`src/rtl/core/bayer_rggb_bilinear_demosaic_macros.svh`:
```
// Assertion macros for the demosaic block.
// Both sample on clk and are disabled while rst is high.
`ifndef BAYER_RGGB_BILINEAR_DEMOSAIC_MACROS_SVH
`define BAYER_RGGB_BILINEAR_DEMOSAIC_MACROS_SVH

// cond must hold at every edge
`define BRBD_ASSERT_ALWAYS(label, cond, msg) \
  label: assert property (@(posedge clk) disable iff (rst) (cond)) else $error(msg);

// cons must hold in the cycle after ante
`define BRBD_ASSERT_NEXT(label, ante, cons, msg) \
  label: assert property (@(posedge clk) disable iff (rst) (ante) |=> (cons)) else $error(msg);

`endif

```
`src/rtl/core/brbd_pkg.sv`:
```
`timescale 1ns / 1ps
// ----------------------------------------------------------------------------
// brbd_pkg
// Types, constants and helpers shared by the RGGB bilinear demosaic files.
// ----------------------------------------------------------------------------
package brbd_pkg;

  localparam int PIX_W      = 10;
  localparam int COORD_W    = 12;
  localparam int DIM_W      = 13;
  localparam int MAX_WIDTH  = 4096;
  localparam int MAX_HEIGHT = 4096;
  localparam int ADDR_W     = $clog2(MAX_WIDTH);
  localparam int SUM_W      = PIX_W + 2;
  localparam int CFG_IDX_W  = 1;

  localparam logic [DIM_W-1:0] WIDTH_RESET  = DIM_W'(3264);
  localparam logic [DIM_W-1:0] HEIGHT_RESET = DIM_W'(2448);

  // 2731 / 8192 ~ 1/3, exact floor for sums up to 3 * max pixel
  localparam logic [13:0] RECIP3       = 14'd2731;
  localparam int          RECIP3_SHIFT = 13;

  typedef enum logic [CFG_IDX_W-1:0] {
    REG_FRAME_WIDTH  = 1'b0,
    REG_FRAME_HEIGHT = 1'b1
  } cfg_reg_t;

  typedef enum logic [1:0] {
    CLR_RED   = 2'd0,
    CLR_GREEN = 2'd1,
    CLR_BLUE  = 2'd2
  } color_t;

  typedef logic [8:0][PIX_W-1:0] window_t;

  // which window site to interpolate, and its frame position
  typedef struct packed {
    logic               row2;
    logic               col2;
    logic [COORD_W-1:0] pr;
    logic [COORD_W-1:0] pc;
  } query_t;

  typedef struct packed {
    logic [PIX_W-1:0] red;
    logic [PIX_W-1:0] green;
    logic [PIX_W-1:0] blue;
  } rgb_t;

  // clear bit 0, then clamp into 4..maxv
  function automatic logic [DIM_W-1:0] legal_dim(input logic [DIM_W-1:0] v,
                                                 input logic [DIM_W-1:0] maxv);
    logic [DIM_W-1:0] e;
    e = {v[DIM_W-1:1], 1'b0};
    if (e < DIM_W'(4)) e = DIM_W'(4);
    if (e > maxv) e = {maxv[DIM_W-1:1], 1'b0};
    return e;
  endfunction

  function automatic color_t site_color(input logic rodd, input logic codd);
    if (rodd) return codd ? CLR_BLUE : CLR_GREEN;
    return codd ? CLR_GREEN : CLR_RED;
  endfunction

endpackage

```
`src/rtl/core/brbd_interp.sv`:
```
`timescale 1ns / 1ps
// ----------------------------------------------------------------------------
// brbd_interp
// Bilinear color estimate for one window site, in-frame neighbors only.
// ----------------------------------------------------------------------------
module brbd_interp (
  input  brbd_pkg::window_t          win,
  input  brbd_pkg::query_t           query,
  input  logic [brbd_pkg::DIM_W-1:0] width,
  input  logic [brbd_pkg::DIM_W-1:0] height,
  output brbd_pkg::rgb_t             rgb
);

  function automatic logic [brbd_pkg::PIX_W-1:0] average(
      input logic [brbd_pkg::SUM_W-1:0] s, input logic [2:0] n);
    logic [brbd_pkg::SUM_W+13:0] prod;
    prod = {14'd0, s} * {{brbd_pkg::SUM_W{1'b0}}, brbd_pkg::RECIP3};
    case (n)
      3'd1:    return s[brbd_pkg::PIX_W-1:0];
      3'd2:    return s[brbd_pkg::PIX_W:1];
      3'd3:    return prod[brbd_pkg::RECIP3_SHIFT +: brbd_pkg::PIX_W];
      3'd4:    return s[brbd_pkg::PIX_W+1:2];
      default: return '0;
    endcase
  endfunction

  logic [brbd_pkg::SUM_W-1:0] sum [3];
  logic [2:0]                 cnt [3];
  logic                       top_ok, bot_ok, left_ok, right_ok;
  logic [brbd_pkg::PIX_W-1:0] center;
  logic [brbd_pkg::PIX_W-1:0] avg [3];
  brbd_pkg::color_t           own;

  assign top_ok   = query.pr != '0;
  assign left_ok  = query.pc != '0;
  assign bot_ok   = ({1'b0, query.pr} + brbd_pkg::DIM_W'(1)) < height;
  assign right_ok = ({1'b0, query.pc} + brbd_pkg::DIM_W'(1)) < width;
  assign own      = brbd_pkg::site_color(query.pr[0], query.pc[0]);
  assign center   = win[query.row2 ? (query.col2 ? 8 : 7) : (query.col2 ? 5 : 4)];

  always_comb begin
    int               ri, ci;
    logic             ok;
    brbd_pkg::color_t k;
    for (int n = 0; n < 3; n++) begin
      sum[n] = '0;
      cnt[n] = '0;
    end
    for (int a = 0; a < 3; a++) begin
      for (int b = 0; b < 3; b++) begin
        ri = (query.row2 ? 2 : 1) + a - 1;
        ci = (query.col2 ? 2 : 1) + b - 1;
        ok = !(a == 1 && b == 1) && ri <= 2 && ci <= 2 &&
             (a != 0 || top_ok) && (a != 2 || bot_ok) &&
             (b != 0 || left_ok) && (b != 2 || right_ok);
        k = brbd_pkg::site_color(query.pr[0] ^ (a != 1), query.pc[0] ^ (b != 1));
        if (ok) begin
          sum[k] = sum[k] + {2'b00, win[(ri > 2 ? 2 : ri) * 3 + (ci > 2 ? 2 : ci)]};
          cnt[k] = cnt[k] + 3'd1;
        end
      end
    end
  end

  always_comb begin
    for (int n = 0; n < 3; n++) avg[n] = average(sum[n], cnt[n]);
    rgb.red   = (own == brbd_pkg::CLR_RED)   ? center : avg[brbd_pkg::CLR_RED];
    rgb.green = (own == brbd_pkg::CLR_GREEN) ? center : avg[brbd_pkg::CLR_GREEN];
    rgb.blue  = (own == brbd_pkg::CLR_BLUE)  ? center : avg[brbd_pkg::CLR_BLUE];
  end

endmodule
```
`config.mk`:
```
export PLATFORM = sky130hd
export DESIGN_NAME = brbd_interp
export DESIGN_NICKNAME = d
export VERILOG_FILES = /design/src/rtl/core/bayer_rggb_bilinear_demosaic_macros.svh /design/src/rtl/core/brbd_pkg.sv /design/src/rtl/core/brbd_interp.sv
export SDC_FILE = /design/constraint.sdc
export NUM_CORES = 1
export LEC_CHECK = 0
export ABC_AREA = 1
export BUFFER_PORTS_ARGS = -buffer_cell sky130_fd_sc_hd__clkbuf_2
export CAP_MARGIN = 10
export CORE_ASPECT_RATIO = 1.5
export CORE_MARGIN = 5
export CORE_UTILIZATION = 57
export DETAILED_ROUTE_END_ITERATION = 6
export GPL_TIMING_DRIVEN = 0
export PLACE_DENSITY = 0.76
export SLEW_MARGIN = 15
export SYNTH_ARGS = -nofsm -noshare
export SYNTH_HDL_FRONTEND = slang
export SYNTH_SLANG_ARGS = --single-unit
export TNS_END_PERCENT = 50
```
`constraint.sdc`:
```
create_clock -name vclk -period 52.2
set_input_delay 13.05 -clock vclk [all_inputs]
set_output_delay 13.05 -clock vclk [all_outputs]
set_load 0.05 [all_outputs]
```
## Word level (Yosys, flattened, before mapping)

Cells that the tools add are included.

| cells by class | value |
|---|---|
| add/sub/neg operators | 36 |
| $mul | 6 |
| $lt $le $gt $ge | 29 |
| equality and inequality tests | 14 |
| muxes and demuxes | 145 |
| bitwise gates (word level) | 5 |
| reduce and logical (&&, ||, !) cells | 26 |

Operator list:

| cell | count |
|---|---|
| $bmux 10 s4 | 9 |
| $mux 36 | 8 |
| $add 32x32->32 | 8 |
| $lt 32x6->1 const B | 8 |
| $bwmux 36 | 7 |
| $mux 12 | 19 |
| $mux 10 | 21 |
| $bmux 12 s2 | 8 |
| $gt 32x3->1 const B | 6 |
| $le 32x3->1 const B | 6 |
| $mux 32 | 6 |
| $sub 32x2->32 const B | 6 |
| $pmux 10 s4 | 3 |
| $add 12x10->12 | 8 |
| $mul 32x3->32 const B | 3 |
| $demux 12 s2 | 3 |
| $mux 9 | 8 |
| $mul 12x12->23 const B | 3 |
| $bwmux 9 | 7 |
| $mux 3 | 19 |
| $bmux 3 s2 | 8 |
| $and 36x36->36 | 1 |
| $add 32x2->32 const B | 1 |
| $add 32x3->32 const B | 1 |
| 22 further kinds | 84 |

| storage, ports and cells | value |
|---|---|
| register bits after elaboration | 0 |
| input bits | 142 |
| logic and storage cells | 261 |

## Longest topological paths before layout

Gate-level depths: netlist (run 1).

| depth | value |
|---|---|
| depth after elaboration | 57 |
| gate-level depth with buffers | 113 |

## Worst setup path after synthesis (run 1)

Ideal clock, no wire load.

| timing | value |
|---|---|
| kind | input to output |
| from | in query[25] in the netlist's numbering |
| to | out rgb[22] in the netlist's numbering |
| arrival time | 28.359 ns |
| required time | 39.150 ns |
| slack | 10.791 ns |
| cell stages on the path | 92 |
| buffers on the path | 7 |
| cells stage by stage | clkbuf_1 > inv_1 > clkbuf_1 > ha_1 > clkbuf_1 > clkbuf_1 > clkbuf_1 > clkbuf_1 > clkbuf_1 > o21ai_0 > a21oi_1 > a21oi_1 > ha_1 > fa_1 > xor2_1 > inv_1 > o22ai_1 > nor2_1 > (+56 left out) > ha_1 > inv_1 > fa_1 > inv_1 > fa_1 > inv_1 > fa_1 > inv_1 > ha_1 > a21oi_1 > o21ai_0 > a21oi_1 > o21ai_2 > a21o_1 > a21oi_1 > xnor2_1 > a21oi_1 > o21ai_1 |

RTL lines:

| item | RTL line | RTL |
|---|---|---|
| start, declared | brbd_interp.sv:8 | `input brbd_pkg::query_t query,` |
| end, declared | brbd_interp.sv:11 | `output brbd_pkg::rgb_t rgb` |

==> impl_metrics.py, run 1 <==
metrics = {
    "floorplanning": {
        "top_level_ports": 172,
        "row_count": 87,
        "fp.dieArea_um2": 41900,
        "coreArea_um2": 37600,
        "start_util_pct": 57.4,
        "die_y_um": 248,
        "die_w_um": 169,
    },
    "worst_hold_path": {
        "hold_path.class": "in2out",
        "source_of_the_worst_hold_timing_path": "query[0]",
        "hold_depth": 4,
    },
    "placement": {
        "io_buffer_count": 172,
        "gp_congestion": 1.07,
        "dpl.hpwl_mm": 72.3,
    },
    "grt": {
        "gr-usage-all-layers_pct": 38.8,
        "gr_ovfl_total": 0,
        "grt_max_degree": 14,
        "grt_pass1_wl_mm": 130,
        "first_global_vias": 24200,
        "grt_antenna_before_repair": 0,
    },
    "critical_path": {
        "slowest_stage": "fa_1",
        "setup.worst_path.start_class": "input pin",
        "critical_path.endpoint_type": "primary output",
        "critical_path.most_common_cell": "nand2_1",
        "critPathArrivalTime_ns": 33.07,
        "max_stage_delay_ns": 0.54,
        "worst-path-max-fanout": 13,
        "worst-setup-path-type": "in2out",
        "critical_path_required_ns": 39.15,
        "worst_setup_path_startpoint": "query[25]",
    },
    "run": {
        "max-cap-violations": 0,
    },
    "sta": {
        "fmax_mhz": 21.7,
        "report.final.slew_viol_count": 0,
        "timing.max_slew.rel_slack_pct": 7.36,
        "min_period_over_period_pct": 88.3,
        "period_needed_ns": 46.12,
        "rsz0062_at_grt": "no",
        "timing.setup.tns_ns": 0,
        "setup_violations": 0,
        "worst_margin_slew_ns": 1.39,
        "finalHoldViolCount": 0,
    },
    "synthesis": {
        "synth-warning-count": 0,
        "ys_seq_area_share_pct": 0,
        "synth_commonest_cells": "nand2_1 (884), inv_1 (565), o21ai_0 (416), ha_1 (354), nor2_1 (223)",
        "syn-num-nets": 4221,
        "syn-instance-count": 3607,
        "syn_area_per_cell_um2": 5.98,
        "post-synth-top-count-cell": "nand2_1",
        "netlist_top_cells_area": "ha_1 (21%), nand2_1 (15%), fa_1 (11%)",
        "synthDominantAreaCellType": "ha_1",
        "synth_cell_types": 66,
        "synth_top_area_share_pct": 20.5,
        "synthesis.area_um2": 21600,
    },
    "run_status": {
        "violated_checks": "design-rule violations",
        "outcome": "complete, but fails checks",
    },
    "route": {
        "detail_route.iter0.violations": 2371,
        "vias_per_cell": 5.89,
        "first_pass_iters": 7,
        "detailroute.via_count": 25200,
        "antenna_left": 0,
        "finalWirelength_mm": 84.1,
        "drt_drc_violations_left": 1,
        "routedWlPerCell_um": 19.7,
    },
    "clock_network": {
        "post_cts_buffers": 0,
        "cts_resized": 0,
        "cts_hold_repair.buffers": 0,
    },
    "layout": {
        "number_of_antenna_repair_diodes": 0,
        "register_area_um2": 0,
        "num-clock-buffers": 0,
        "n_sequential_cell": 0,
        "areaGrowthSynthToFinish_pct": 7.11,
        "drive_above_1_share_pct": 8.48,
        "fin_util_pct": 61.5,
        "final_nets": 4403,
    },
}
## metrics by stage
| stage | cells | setup WS (ns) | instance area [µm²] | hold slack, ns |
|---|---|---|---|---|
| after floorplan | 3607 | 10.79 | 21600 | 26.57 |
| after global placement | 4268 | 6.53 | 23000 | 26.99 |
| after detailed placement | 4276 | 6.53 | 23100 | 26.99 |
| after CTS | 4276 | 6.45 | 23100 | 27.00 |
| after global routing | 4276 | 4.57 | 23100 | 27.03 |
| final | 4276 | 6.08 | 23100 | 27.00 |
## layer usage
layer / global-route usage (%) / vias to the layer above / part of all wire, %
met4: 32.5 / 0 / 11
met5: 0 / - / 0
met2: 66.8 / 1202 / 47
met3: 3.79 / 421 / 6.7
li1: - / 12300 / -
met1: 42.9 / 11300 / 36
## placed cells by master, fill, tap and decap left out, types with 67 or more instances in the layout
| master | netlist | final |
|---|---|---|
| clkbuf_1 | 100 | 100 |
| o21ai_1 | 50 | 67 |
| nand2_1 | 884 | 884 |
| inv_1 | 565 | 565 |
| a21oi_1 | 202 | 202 |
| nor2_1 | 223 | 223 |
| fa_1 | 118 | 118 |
| clkbuf_2 | 0 | 172 |
| xor2_1 | 71 | 71 |
| o21ai_0 | 416 | 399 |
| nand3_1 | 189 | 189 |
| ha_1 | 354 | 354 |
## kinds of logic after synthesis
logic type | after synthesis | share of synthesized area (%)
buf+inv | 719 | 12.8
fa+ha+maj | 472 | 31.5
compound gates | 864 | 22.4
mux | 9 | 0.418
other cells | 1 | 0.0174
xor+xnor | 99 | 4.02
simple gates | 1443 | 28.9
## area by class of cell
type | count | area (µm²)
Buffer | 130 | 533
Inverter | 589 | 2220
Tap cell | 489 | 612
Timing Repair Buffer | 180 | 921
Fill cell | 3910 | 14500
Multi-Input combinational cell | 2888 | 18800
## worst max-delay path: cells and delay by family
family	cells	cell delay, ns
XOR/XNOR	4	0.90
buffers and inverters	27	4.64
AO/OA/AOI/OAI	32	5.89
adder cells (fa/ha/maj)	14	5.53
AND/OR/NAND/NOR	30	2.99
## worst paths after layout
path,to,slack [ns]
worst max-delay path,rgb[19],6.08
worst min-delay path,rgb[7],27.00
Power of run 1 is left out: the tool's default activity adds up to more than one toggle a clock period on the data nets, which glitch-free logic cannot reach.
==> run 2: changes to the inputs <==
- BUFFER_PORTS_ARGS: -buffer_cell sky130_fd_sc_hd__clkbuf_2 -> default
- DONT_BUFFER_PORTS: default -> 1
- PLACE_DENSITY: 0.76 -> 0.72
==> run 2 against run 1 <==
Effect of this change: the run now ends clean; maximum frequency shrank 0.51%; wire length grew 6.0%; hold slack lost 0.20 ns; critical endpoint unchanged.
==> impl_metrics.py, run 2 (synthesis gave the netlist of run 1 again) <==
metrics = {
    "run_status": {
        "outcome": "complete, no violations",
    },
    "route": {
        "drt_drc_violations_left": 0,
        "antenna_left": 0,
        "routedWlPerCell_um": 21.7,
        "detailroute.via_count": 25200,
        "vias_per_cell": 6.15,
        "first_pass_iters": 7,
        "detail_route.iter0.violations": 2428,
        "finalWirelength_mm": 89.1,
    },
    "clock_network": {
        "cts_hold_repair.buffers": 0,
        "cts_resized": 0,
        "post_cts_buffers": 0,
    },
    "sta": {
        "finalWorstSetupSlack_ns": 5.85,
        "worst_margin_slew_ns": 1.24,
        "period_needed_ns": 46.35,
        "fmax_mhz": 21.6,
        "timing.setup.tns_ns": 0,
        "timing.max_slew.rel_slack_pct": 16.9,
        "finalHoldViolCount": 0,
        "whs_ns": 26.80,
        "min_period_over_period_pct": 88.8,
        "report.final.slew_viol_count": 0,
        "rsz0062_at_grt": "no",
        "setup_violations": 0,
    },
    "critical_path": {
        "critPathArrivalTime_ns": 33.30,
        "max_stage_delay_ns": 0.73,
        "worst-setup-path-type": "in2out",
        "worst-path-max-fanout": 13,
        "critical_path.endpoint_type": "primary output",
        "cp_top_family": "adder cells",
        "critical_path.most_common_cell": "nand2_1",
        "critical_path_required_ns": 39.15,
        "buf_inv_on_cp": 19,
        "setup.worst_path.start_class": "input pin",
        "worst-path-stages": 89,
        "slowest_stage": "fa_1",
    },
    "run": {
        "max-cap-violations": 0,
    },
    "grt": {
        "gr_ovfl_total": 0,
        "grt_antenna_before_repair": 1,
        "grt_max_degree": 14,
        "grt_pass1_wl_mm": 134,
        "first_global_vias": 24600,
        "gr-usage-all-layers_pct": 40.6,
    },
    "layout": {
        "multi_input_logic_area_um2": 18800,
        "num-clock-buffers": 0,
        "num-fill-cells": 3794,
        "number_of_antenna_repair_diodes": 0,
        "areaGrowthSynthToFinish_pct": 3.26,
        "drive_above_1_share_pct": 4.23,
        "stdcell_count": 4107,
        "register_area_um2": 0,
        "most_common_cell_after_layout_fill_and_taps_aside": "nand2_1",
        "layout.cells.most_common_list": "nand2_1 (884), inv_1 (565), o21ai_0 (396)",
        "final_nets": 4234,
        "n_sequential_cell": 0,
    },
    "floorplanning": {
        "fp.dieArea_um2": 41900,
        "start_util_pct": 57.4,
        "die_w_um": 169,
        "die_y_um": 248,
        "coreArea_um2": 37600,
        "top_level_ports": 172,
        "row_count": 87,
    },
    "worst_hold_path": {
        "hold_depth": 4,
        "hold_path.class": "in2out",
    },
    "placement": {
        "io_buffer_count": 0,
        "gp_congestion": 1.06,
        "dpl.hpwl_mm": 76.6,
        "numPlacedInstances": 4107,
        "pre_cts_slack_ns": 6.38,
    },
}
-- run 2: cell count changes in the layout (fill, tap and decap cells not counted) --
cell / before / now
buf_4: 9 / 12
clkbuf_2: 172 / 0
o21ai_0: 399 / 396
o21ai_1: 67 / 70
o32ai_1: 4 / 3
o32ai_2: 0 / 1
-- run 2: per-stage QoR --
step / util [%] / cell area [µm²]
CTS: 59.3 / 22300
detailed placement: 59.3 / 22300
floorplan: - / 21600
finish: 59.3 / 22300
global placement: 59.0 / 22200
global route: 59.3 / 22300
-- run 2: final cells by class --
class              count  share of cell area (%)
plain buffers        130                    2.39
multi-input cells   2888                    84.5
inverters            589                    9.95
repair buffers        11                   0.371
well taps            489                    2.75
-- run 2: final timing paths --
check	slack (ns)	to	start
setup / recovery	5.85	rgb[19]	query[25]
hold / removal	26.80	rgb[24]	win[84]
-- run 2: tightest hold or removal path: stages --
cell and delay, ns:
inv_1 0.03, o22ai_1 0.23, nand2_1 0.12, nand2_1 0.30
-- run 2: routing by layer --
layer,GRT usage [%],up-vias,share of wire [%]
li1,-,11900,-
met4,37.1,2,12
met1,42.5,11400,34
met3,5.25,481,7.8
met2,70.2,1444,46
met5,0,-,0.015
Power of run 2 is left out for the same reason.
